[src/hdl/msep_pkg.sv]
// shared types, constants and helpers for the music score event parser
`timescale 1ns / 1ps

package msep_pkg;

  localparam int          OUT_DEPTH_DEF = 4;
  localparam int          VOL_DEPTH     = 16;
  localparam logic [6:0]  VOL_RESET     = 7'd100;
  localparam logic [23:0] COUNT_MAX     = 24'hFF_FFFF;
  localparam logic [15:0] MIN_OFFSET    = 16'd16;
  localparam logic [15:0] MIN_LUMP_LAST = 16'd15;
  localparam logic [15:0] INDEX_MAX     = 16'hFFFF;

  localparam logic [2:0] KIND_NOTE_OFF = 3'd0;
  localparam logic [2:0] KIND_NOTE_ON  = 3'd1;
  localparam logic [2:0] KIND_BEND     = 3'd2;
  localparam logic [2:0] KIND_SYSTEM   = 3'd3;
  localparam logic [2:0] KIND_CTRL     = 3'd4;
  localparam logic [2:0] KIND_SCORE_END = 3'd6;

  localparam logic RES_EVENT  = 1'b0;
  localparam logic RES_STATUS = 1'b1;

  typedef struct packed {
    logic        result_kind;
    logic [31:0] event_tick;
    logic [2:0]  event_kind;
    logic [3:0]  event_channel;
    logic [7:0]  first_value;
    logic [6:0]  second_value;
    logic        finish_status;
    logic [23:0] event_count;
    logic        last_of_run;
  } res_t;

  typedef struct packed {
    logic       rd_en;
    logic [3:0] rd_addr;
    logic       wr_en;
    logic [3:0] wr_addr;
    logic [6:0] wr_data;
    logic       clr;
  } vol_req_t;

  function automatic logic [7:0] magic_byte(input logic [1:0] idx);
    logic [7:0] m;
    case (idx)
      2'd0: m = 8'h4D;
      2'd1: m = 8'h55;
      2'd2: m = 8'h53;
      default: m = 8'h1A;
    endcase
    return m;
  endfunction

endpackage

[src/hdl/msep_vol_ram.sv]
// per-channel volume memory with registered read and valid bits
`timescale 1ns / 1ps

module msep_vol_ram (
  input  logic              clk,
  input  logic              rst_n,
  input  msep_pkg::vol_req_t req,
  output logic [6:0]        rd_vol
);
  import msep_pkg::*;

  logic [6:0]           mem [VOL_DEPTH];
  logic [VOL_DEPTH-1:0] valid_r;
  logic [6:0]           rd_data_r;
  logic                 rd_valid_r;

  always_ff @(posedge clk) begin
    if (req.wr_en) begin
      mem[req.wr_addr] <= req.wr_data;
    end
    if (req.rd_en) begin
      rd_data_r <= mem[req.rd_addr];
    end
  end

  always_ff @(posedge clk) begin
    if (!rst_n) begin
      valid_r    <= '0;
      rd_valid_r <= 1'b0;
    end else begin
      if (req.clr) begin
        valid_r <= '0;
      end else if (req.wr_en) begin
        valid_r[req.wr_addr] <= 1'b1;
      end
      if (req.rd_en) begin
        rd_valid_r <= valid_r[req.rd_addr];
      end
    end
  end

  assign rd_vol = rd_valid_r ? rd_data_r : VOL_RESET;

endmodule

[src/hdl/msep_out_fifo.sv]
// result queue taking up to two results a cycle and giving one
`timescale 1ns / 1ps

module msep_out_fifo #(
  parameter int DEPTH = msep_pkg::OUT_DEPTH_DEF
) (
  input  logic          clk,
  input  logic          rst_n,
  input  logic          push_a,
  input  logic          push_b,
  input  msep_pkg::res_t din_a,
  input  msep_pkg::res_t din_b,
  output logic          room,
  output logic          dout_valid,
  output msep_pkg::res_t dout,
  input  logic          pop
);
  import msep_pkg::*;

  localparam int PW = $clog2(DEPTH);
  localparam int CW = $clog2(DEPTH + 1);

  res_t          mem [DEPTH];
  logic [PW-1:0] wp_r, wp_nxt, wp1, rp_r, rp_nxt;
  logic [CW-1:0] cnt_r, cnt_nxt;

  assign wp1 = (wp_r == PW'(DEPTH - 1)) ? '0 : wp_r + 1'b1;

  always_comb begin
    wp_nxt  = wp_r;
    rp_nxt  = rp_r;
    cnt_nxt = cnt_r;
    if (push_a && push_b) begin
      wp_nxt  = (wp1 == PW'(DEPTH - 1)) ? '0 : wp1 + 1'b1;
      cnt_nxt = cnt_nxt + CW'(2);
    end else if (push_a) begin
      wp_nxt  = wp1;
      cnt_nxt = cnt_nxt + CW'(1);
    end
    if (pop) begin
      rp_nxt  = (rp_r == PW'(DEPTH - 1)) ? '0 : rp_r + 1'b1;
      cnt_nxt = cnt_nxt - CW'(1);
    end
  end

  always_ff @(posedge clk) begin
    if (push_a) begin
      mem[wp_r] <= din_a;
    end
    if (push_a && push_b) begin
      mem[wp1] <= din_b;
    end
  end

  always_ff @(posedge clk) begin
    if (!rst_n) begin
      wp_r  <= '0;
      rp_r  <= '0;
      cnt_r <= '0;
    end else begin
      wp_r  <= wp_nxt;
      rp_r  <= rp_nxt;
      cnt_r <= cnt_nxt;
    end
  end

  assign room       = (cnt_r <= CW'(DEPTH - 2));
  assign dout_valid = (cnt_r != '0);
  assign dout       = mem[rp_r];

endmodule

[src/hdl/msep_core.sv]
// byte parser: header check, event decode, tick and event count
`timescale 1ns / 1ps

module msep_core (
  input  logic               clk,
  input  logic               rst_n,
  input  logic               acc,
  input  logic [7:0]         data_byte,
  input  logic               end_of_lump,
  input  logic [6:0]         vol_rd,
  output msep_pkg::vol_req_t vol_req,
  output logic               push_a,
  output logic               push_b,
  output msep_pkg::res_t     res_a,
  output msep_pkg::res_t     res_b
);
  import msep_pkg::*;

  localparam logic [2:0] PH_HEADER = 3'd0;
  localparam logic [2:0] PH_TYPE   = 3'd1;
  localparam logic [2:0] PH_PAY1   = 3'd2;
  localparam logic [2:0] PH_PAY2   = 3'd3;
  localparam logic [2:0] PH_DELAY  = 3'd4;
  localparam logic [2:0] PH_ENDED  = 3'd5;

  logic [2:0]  phase_r, phase_nxt;
  logic [15:0] idx_r, idx_nxt;
  logic [15:0] start_r, start_nxt;
  logic        bad_r, bad_nxt;
  logic [2:0]  pkind_r, pkind_nxt;
  logic [3:0]  pch_r, pch_nxt;
  logic        pge_r, pge_nxt;
  logic [7:0]  pfirst_r, pfirst_nxt;
  logic [31:0] tick_r, tick_nxt;
  logic [31:0] dsum_r, dsum_nxt;
  logic [23:0] cnt_r, cnt_nxt;

  logic        take, after, ev, ge_eff, status_bad;
  logic [7:0]  ev_first;
  logic [6:0]  ev_second;
  logic [2:0]  ev_kind;
  logic [3:0]  ev_ch;
  logic [23:0] cnt_inc;
  res_t        ev_res, st_res;

  assign cnt_inc = (cnt_r == COUNT_MAX) ? cnt_r : cnt_r + 24'd1;

  always_comb begin
    phase_nxt  = phase_r;
    idx_nxt    = idx_r;
    start_nxt  = start_r;
    bad_nxt    = bad_r;
    pkind_nxt  = pkind_r;
    pch_nxt    = pch_r;
    pge_nxt    = pge_r;
    pfirst_nxt = pfirst_r;
    tick_nxt   = tick_r;
    dsum_nxt   = dsum_r;
    cnt_nxt    = cnt_r;
    take       = 1'b0;
    after      = 1'b0;
    ev         = 1'b0;
    ev_first   = '0;
    ev_second  = '0;
    ev_kind    = pkind_r;
    ev_ch      = pch_r;
    ge_eff     = pge_r;
    status_bad = 1'b0;
    vol_req    = '0;
    vol_req.wr_addr = pch_r;
    vol_req.wr_data = data_byte[6:0];
    if (acc) begin
      case (phase_r)
        PH_HEADER: begin
          if (idx_r < 16'd4) begin
            if (data_byte != magic_byte(idx_r[1:0])) begin
              bad_nxt = 1'b1;
            end
          end else if (idx_r == 16'd6) begin
            start_nxt[7:0] = data_byte;
          end else if (idx_r == 16'd7) begin
            start_nxt[15:8] = data_byte;
            if ({data_byte, start_r[7:0]} < MIN_OFFSET) begin
              bad_nxt = 1'b1;
            end
          end else if (idx_r >= 16'd8 && !bad_r && idx_r == start_r) begin
            take = 1'b1;
          end
        end
        PH_TYPE: begin
          take = 1'b1;
        end
        PH_PAY1: begin
          case (pkind_r)
            KIND_NOTE_OFF: begin
              ev        = 1'b1;
              ev_first  = {1'b0, data_byte[6:0]};
              ev_second = vol_rd;
              after     = 1'b1;
            end
            KIND_NOTE_ON: begin
              pfirst_nxt = {1'b0, data_byte[6:0]};
              if (data_byte[7]) begin
                phase_nxt = PH_PAY2;
              end else begin
                ev        = 1'b1;
                ev_first  = {1'b0, data_byte[6:0]};
                ev_second = vol_rd;
                after     = 1'b1;
              end
            end
            KIND_BEND: begin
              ev       = 1'b1;
              ev_first = data_byte;
              after    = 1'b1;
            end
            KIND_SYSTEM: begin
              ev       = 1'b1;
              ev_first = {1'b0, data_byte[6:0]};
              after    = 1'b1;
            end
            default: begin
              pfirst_nxt = {1'b0, data_byte[6:0]};
              phase_nxt  = PH_PAY2;
            end
          endcase
        end
        PH_PAY2: begin
          ev             = 1'b1;
          ev_first       = pfirst_r;
          ev_second      = data_byte[6:0];
          vol_req.wr_en  = (pkind_r == KIND_NOTE_ON);
          after          = 1'b1;
        end
        PH_DELAY: begin
          dsum_nxt = {dsum_r[24:0], data_byte[6:0]};
          if (!data_byte[7]) begin
            tick_nxt  = tick_r + dsum_nxt;
            phase_nxt = PH_TYPE;
          end
        end
        default: begin
        end
      endcase

      if (take) begin
        pkind_nxt       = data_byte[6:4];
        pch_nxt         = data_byte[3:0];
        pge_nxt         = data_byte[7];
        pfirst_nxt      = '0;
        ev_kind         = data_byte[6:4];
        ev_ch           = data_byte[3:0];
        ge_eff          = data_byte[7];
        vol_req.rd_en   = 1'b1;
        vol_req.rd_addr = data_byte[3:0];
        if (data_byte[6:4] <= KIND_CTRL) begin
          phase_nxt = PH_PAY1;
        end else begin
          ev = 1'b1;
          if (data_byte[6:4] == KIND_SCORE_END) begin
            phase_nxt = PH_ENDED;
          end else begin
            after = 1'b1;
          end
        end
      end

      if (after) begin
        if (ge_eff) begin
          dsum_nxt  = '0;
          phase_nxt = PH_DELAY;
        end else begin
          phase_nxt = PH_TYPE;
        end
      end

      if (ev) begin
        cnt_nxt = cnt_inc;
      end

      if (idx_r != INDEX_MAX) begin
        idx_nxt = idx_r + 16'd1;
      end

      status_bad = bad_nxt || idx_r < MIN_LUMP_LAST || start_nxt > idx_r;

      if (end_of_lump) begin
        vol_req.clr = 1'b1;
      end
    end
  end

  always_comb begin
    ev_res               = '0;
    ev_res.result_kind   = RES_EVENT;
    ev_res.event_tick    = tick_r;
    ev_res.event_kind    = ev_kind;
    ev_res.event_channel = ev_ch;
    ev_res.first_value   = ev_first;
    ev_res.second_value  = ev_second;
    ev_res.event_count   = cnt_inc;
    ev_res.last_of_run   = !end_of_lump;
    st_res               = '0;
    st_res.result_kind   = RES_STATUS;
    st_res.finish_status = status_bad;
    st_res.event_count   = status_bad ? '0 : cnt_nxt;
    st_res.last_of_run   = 1'b1;
    if (ev) begin
      res_a = ev_res;
    end else begin
      res_a = st_res;
    end
    res_b = st_res;
  end

  assign push_a = acc && (ev || end_of_lump);
  assign push_b = acc && ev && end_of_lump;

  always_ff @(posedge clk) begin
    if (!rst_n || (acc && end_of_lump)) begin
      phase_r  <= PH_HEADER;
      idx_r    <= '0;
      start_r  <= '0;
      bad_r    <= 1'b0;
      pkind_r  <= '0;
      pch_r    <= '0;
      pge_r    <= 1'b0;
      pfirst_r <= '0;
      tick_r   <= '0;
      dsum_r   <= '0;
      cnt_r    <= '0;
    end else begin
      phase_r  <= phase_nxt;
      idx_r    <= idx_nxt;
      start_r  <= start_nxt;
      bad_r    <= bad_nxt;
      pkind_r  <= pkind_nxt;
      pch_r    <= pch_nxt;
      pge_r    <= pge_nxt;
      pfirst_r <= pfirst_nxt;
      tick_r   <= tick_nxt;
      dsum_r   <= dsum_nxt;
      cnt_r    <= cnt_nxt;
    end
  end

endmodule

[src/hdl/music_score_event_parser_top.sv]
// music score event parser: top level joining parser, volume memory and result queue
// each result is registered in the result queue when its request is accepted, behind any results still queued
// throughput: one byte request per cycle while in_tready is high; a final byte completing an event gives two results
// in_tready falls while the result queue has fewer than two free slots
// reset or an accepted in_tlast byte clears the parser state; channel volumes then read 100 until written
`timescale 1ns / 1ps

module music_score_event_parser_top #(
  parameter int OUT_DEPTH = msep_pkg::OUT_DEPTH_DEF
) (
  input  logic        clk,
  input  logic        rst_n,
  input  logic        in_tvalid,
  output logic        in_tready,
  input  logic [7:0]  in_tdata,   // data_byte
  input  logic        in_tlast,   // end_of_lump
  output logic        out_tvalid,
  input  logic        out_tready,
  output logic [79:0] out_tdata,  // event_tick, event_kind, event_channel, first_value,
                                  // second_value, finish_status, event_count, zero pad
  output logic        out_tuser,  // result_kind
  output logic        out_tlast   // last_of_run
);
  import msep_pkg::*;

  logic     acc, room, push_a, push_b;
  logic [6:0] vol_rd;
  vol_req_t vol_req;
  res_t     res_a, res_b, head;

  assign in_tready = room;
  assign acc       = in_tvalid && room;

  msep_core u_core (
    .clk         (clk),
    .rst_n       (rst_n),
    .acc         (acc),
    .data_byte   (in_tdata),
    .end_of_lump (in_tlast),
    .vol_rd      (vol_rd),
    .vol_req     (vol_req),
    .push_a      (push_a),
    .push_b      (push_b),
    .res_a       (res_a),
    .res_b       (res_b)
  );

  msep_vol_ram u_vol (
    .clk    (clk),
    .rst_n  (rst_n),
    .req    (vol_req),
    .rd_vol (vol_rd)
  );

  msep_out_fifo #(
    .DEPTH (OUT_DEPTH)
  ) u_fifo (
    .clk        (clk),
    .rst_n      (rst_n),
    .push_a     (push_a),
    .push_b     (push_b),
    .din_a      (res_a),
    .din_b      (res_b),
    .room       (room),
    .dout_valid (out_tvalid),
    .dout       (head),
    .pop        (out_tvalid && out_tready)
  );

  assign out_tdata = {1'b0, head.event_count, head.finish_status, head.second_value,
                      head.first_value, head.event_channel, head.event_kind, head.event_tick};
  assign out_tuser = head.result_kind;
  assign out_tlast = head.last_of_run;

endmodule
[config.mk]
export PLATFORM = sky130hd
export DESIGN_NAME = music_score_event_parser_top
export DESIGN_NICKNAME = d
export VERILOG_FILES = /design/src/hdl/msep_pkg.sv /design/src/hdl/msep_vol_ram.sv /design/src/hdl/msep_out_fifo.sv /design/src/hdl/msep_core.sv /design/src/hdl/music_score_event_parser_top.sv
export SDC_FILE = /design/constraint.sdc
export NUM_CORES = 1
export LEC_CHECK = 0
export BUFFER_PORTS_ARGS = -buffer_cell sky130_fd_sc_hd__buf_2
export CAP_MARGIN = 40
export CORE_ASPECT_RATIO = 2
export CORE_MARGIN = 2
export CORE_UTILIZATION = 56
export CTS_CLUSTER_DIAMETER = 200
export DETAILED_ROUTE_END_ITERATION = 8
export PLACE_DENSITY = 0.76
export SLEW_MARGIN = 20
export SYNTH_ARGS = -nofsm -noshare
export SYNTH_HDL_FRONTEND = slang
export SYNTH_SLANG_ARGS = --single-unit
[constraint.sdc]
create_clock -name clk -period 4.9 [get_ports clk]
set_input_delay 0.245 -clock clk [delete_from_list [all_inputs] [get_ports clk]]
set_output_delay 0.245 -clock clk [all_outputs]
set_load 0.02 [all_outputs]
After elaboration in Yosys (flattened, before gate mapping):

Memories as Yosys holds them, arrays and structs flattened. A register that Yosys moved wholly into a read port is not among the register bits.
Cells that the tools add are included.

* bits in registers: 164
* memory bits (writable): 436
* bits of input ports: 13
* logic and storage cells: 184
* memories kept: 2

Memory list
* u_fifo.mem: words 4, bits a word 81, read ports 1, clocked after Yosys merged registers in 1, wr ports 2, RTL line msep_out_fifo.sv:23 `res_t mem [DEPTH];`
* u_vol.mem: words 16, bits a word 7, read ports 1, clocked after Yosys merged registers in 1, wr ports 1, RTL line msep_vol_ram.sv:12 `logic [6:0] mem [VOL_DEPTH];`

* add/subtract/negate cells: 9
* magnitude comparators: 10
* eq/ne operators: 20
* muxes and demuxes: 95
* bitwise gates (word level): 3
* reductions and logical operators: 29

Operator list (number)
* $mux 24: 4
* $mux 32: 3
* $mux 81: 1
* $mux 8: 10
* $mux 16: 3
* $mux 3: 12
* $mux 1: 35
* $add 32x32->32: 1
* $eq 16x3->1 const B: 2
* $mux 7: 4
* $pmux 7 s2: 2
* $add 24x1->24 const B: 1
* $eq 24x24->1 const B: 1
* $pmux 8 s3: 1
* $pmux 7 s3: 1
* $add 16x1->16 const B: 1
* $eq 16x16->1: 1
* $ge 16x4->1 const B: 1
* $gt 16x16->1: 1
* $lt 16x3->1 const B: 1
* $lt 16x4->1 const B: 1
* $lt 16x5->1 const B: 1
* $ne 16x16->1 const B: 1
* $or 16x16->16: 1
* other kinds (36): 76

Depth between registers and ports, before layout:

* depth after elaboration: 18
* mapped depth: 18
* mapped depth without buffers: 16

By module:

A second synthesis with hierarchy kept.

* cell total of the unflattened synthesis: 2349
* area total of the unflattened synthesis: 30955.9 µm²

Modules (own cells, without submodules)
* msep_out_fifo: times used 1, cells each 857, area each 16375.7 µm²
* msep_core: times used 1, cells each 1242, area each 9262.6 µm²
* msep_vol_ram: times used 1, cells each 246, area each 5293.8 µm²
* music_score_event_parser_top: times used 1, cells each 4, area each 23.8 µm²

Least setup slack after synthesis:

No wires, ideal clock.

* path kind: reg2reg
* from: reg u_core.idx_r[13]
* to: mem u_fifo.mem[0][23] (netlist bit) (data pin)
* setup time: 0.146 ns
* arrival: 4.409 ns
* slack: 0.345 ns
* cell stages (with the launch flop): 19
* buffers on the path: 3
* clock period less this slack: 4.555 ns
* cells stage by stage: dfxtp_1 -> buf_2 -> or4_4 -> nor4_2 -> and3_1 -> and3_1 -> buf_2 -> mux2_2 -> ha_1 -> nor2b_1 -> o21a_1 -> o211ai_1 -> a31oi_1 -> o21a_1 -> o31ai_1 -> clkbuf_1 -> inv_1 -> or2_2 -> a21oi_1

RTL lines
* start, declared: RTL line msep_core.sv:27 `logic [15:0] idx_r, idx_nxt;`
* start signal, assigned: RTL line msep_core.sv:234 `idx_r <= idx_nxt;`
* end, declared: RTL line msep_out_fifo.sv:23

==> results.yml <==
drt:
  vias_per_cell: 6.49
  drc: 0
  drtIter0Drc: 1738
  drt-pass1-iter-count: 7
  vias: 20384
  drtAntennaViolNets: 0
  wl_per_cell_um: 23.3
  wl_mm: 73.1
timing:
  finalClockSkew_ns: 0.0183
  fin_crit_sh_pct: 95.8
  grt_setup_unrepaired: "no"
  hold_viol: 0
  finalSetupViolCount: 0
  max_slew.worst_pin.slew_ns: 0.890
  max_freq_ghz: 0.213
  setup-tns-final_ns: 0
  slew_headroom_pct: 40.7
  min_period_ns: 4.70
  drv_slew: 0
floorplan:
  pin_count: 97
  die_x_um: 159
  design.core.area_mm2: 0.0476
  dieArea_mm2: 0.0502
  num_rows: 113
  die_y_um: 315
  start_util_pct: 56.8
worst_setup_path:
  required_ns: 5.33
  cp_max_fo: 14
  cp_slowest_cell: "or4_4"
  crit_path_end_kind: "flip-flop"
  crit_chain: "or4_4 -> nor4_2 -> buf_4 -> and3_1 -> and3_2 -> mux2_2 -> ha_1 -> o21a_1 -> o21a_1 -> o21ai_0 -> a31oi_1 -> o21a_1 -> o31ai_4 -> buf_12 -> inv_1 -> or2_2 -> a21oi_1"
  setup.worst_path.class: "flip-flop to flip-flop"
  slowest_delay_ns: 0.55
  cp.arrival_ns: 5.12
  crit_buf_inv: 3
  cpLargestDelayFamily: "simple AND/OR/NAND/NOR gates"
  crit_top_cell: "o21a_1"
  cp-start-kind: "flip-flop"
yosys:
  yosys.area.top_type: "dfxtp_1"
  synthCells: 2432
  synth_ff_type: "dfxtp_1"
  ys_warn_count: 0
  synth_edf_count: 219
  ys_seq_area_share_pct: 52.6
  netlist_top_cells_area: "dfxtp_1 (28%), edfxtp_1 (24%), mux4_2 (7.0%)"
  ys_types: 87
  synth_top_area_share_pct: 28.3
  synth_area_mm2: 0.0270
  syn_avg_cell_area_um2: 11.1
  synthArstFlopShare_pct: 0
  syn-num-nets: 2512
  synth-seq-cells: 601
grt:
  grt_util_all_layers_pct: 28.6
  grt_max_degree: 69
  grt.overflow.total: 0
  grt_pass1_vias: 20889
  grt_pass1_wl_mm: 114
  antenna_found_initial: 1
pwr:
  p_leak_nw: 10.3
  p_per_area_mw_per_mm2: 399
  ir_drop_mv: 0.272
run_status:
  status: "completed"
clock_network:
  clock_path_buffers: 3
  clk_latency_ns: 0.60
  path_clk_slew_ns: 0.07
  cts_tree: "done"
  h-tree-depth: 2
  clock_sink_count: 601
  numCtsBuffers: 50
  cts_root_buffer: "clkbuf_16"
finish:
  final_core_util_pct: 62.5
  finish.instance_area_mm2: 0.0298
  nNetsFinal: 2545
  areaGrowthSynthToFinish_pct: 10.1
  drive_gt1_share_pct: 16.2
placement:
  io_buffers: 95
  hpwl_mm: 49.5
  gp_congestion: 0.933
  dpl-instance-area_mm2: 0.0281
job:
  cap_violations: 0
hold_path:
  min_path_type: "primary input to flip-flop"
[final timing paths]
check / start / end / slack (ns) / depth (start not counted)
setup / recovery: u_core.idx_r[4] / u_fifo.mem[0][23] / 0.20 / 17
hold / removal: in_tdata[1] / u_vol.mem[3][1] / 0.11 / 1
setup reg to reg: u_core.idx_r[4] / u_fifo.mem[0][23] / 0.20 / 17
hold reg to reg: u_fifo.mem[3][40] / u_fifo.mem[3][40] / 0.46 / 2
[kinds of logic after synthesis]
family	after synthesis	synth area share, %
compound gates	587	16.7
xor+xnor	83	2.69
fa+ha+maj	67	3.13
buf+inv	223	3.58
flops	601	52.6
mux	132	8.91
other cells	1	0.0139
simple gates	738	12.4
[stage by stage]
step,instances,power [mW],hold slack [ns],setup WS [ns]
4_1_cts,3137,11.9,0.0771,0.0294
5_1_grt,3139,12.3,0.110,0.00745
2_1_floorplan,2432,7.18,0.344,0.345
3_5_place_dp,3043,7.96,0.448,0.0658
6_report,3140,11.9,0.111,0.204
3_3_place_gp,3037,7.90,0.436,0.0551
[flip-flops by register name (all words and copies together) (netlist names), 4 cells and up, named ones only]
name / count
u_core.idx_r: 16
u_core.start_r: 16
u_core.pch_r: 4
u_vol.valid_r: 16
u_core.cnt_r: 24
u_fifo.mem: 324
u_core.pfirst_r: 7
u_vol.mem: 112
u_core.tick_r: 32
u_vol.rd_data_r: 7
u_core.dsum_r: 25
[final cells by class]
type                            instances  area (um^2)
Timing Repair Buffer                  158         1020
Multi-Input combinational cell       1608        11900
Inverter                               46          173
Tap cell                              632          791
Antenna cell                            2         5.00
Clock inverter                         29          239
Clock buffer                           64         1370
Fill cell                            3771        17900
Sequential cell                       601        14200
[cells in the mapped netlist, types with 11 or more instances]
library cell / number
nand2b_1: 18
nor4_1: 11
nand3_1: 31
a32o_1: 128
a21oi_1: 124
and2_1: 11
clkbuf_1: 92
o21ai_0: 61
dfxtp_1: 382
mux2_2: 29
a22o_1: 114
o211ai_1: 11
xnor2_1: 56
inv_1: 42
and3_1: 17
ha_1: 66
nor2_1: 297
or3_1: 11
o21a_1: 20
o221ai_1: 22
edfxtp_1: 219
nor3_1: 38
xor2_1: 27
nand2_1: 212
buf_1: 24
mux4_2: 84
nand4_1: 32
a22oi_1: 13
mux2i_1: 19
buf_2: 48
[per-layer routing]
| metal | track usage (%) | share of wire, % | up-vias |
|---|---|---|---|
| li1 | - | - | 9204 |
| met1 | 30.7 | 35 | 10019 |
| met2 | 54.5 | 54 | 912 |
| met3 | 3.37 | 5.5 | 249 |
| met4 | 15.6 | 5.3 | 0 |
| met5 | 0 | 0 | - |
[power by group]
group | leakage [nW] | internal (mW) | switching [mW] | total, mW
clock | 0.782 | 2.14 | 1.84 | 3.98
sequential | 5.04 | 5.36 | 0.214 | 5.57
combinational | 4.49 | 0.787 | 1.52 | 2.31
[repair_timing]
item                                    4_1_cts  5_1_grt
setup buffers                                 0        0
endpoints found under the setup margin        0       70
gates resized for setup                       0        3
hold endpoints to repair                      1        0
hold buffers                                  1        0
[layout by cell type, fill, tap and decap left out, types with 51 or more instances in the layout]
master / instances
clkbuf_16: 51
buf_4: 51
buf_2: 98
a21oi_1: 123
o21ai_0: 61
nor2_1: 297
nand2_1: 211
edfxtp_1: 219
xnor2_1: 56
dfxtp_1: 380
ha_1: 66
mux4_2: 84
a32o_1: 128
a22o_1: 114
Power figures use the tool's default switching activity.
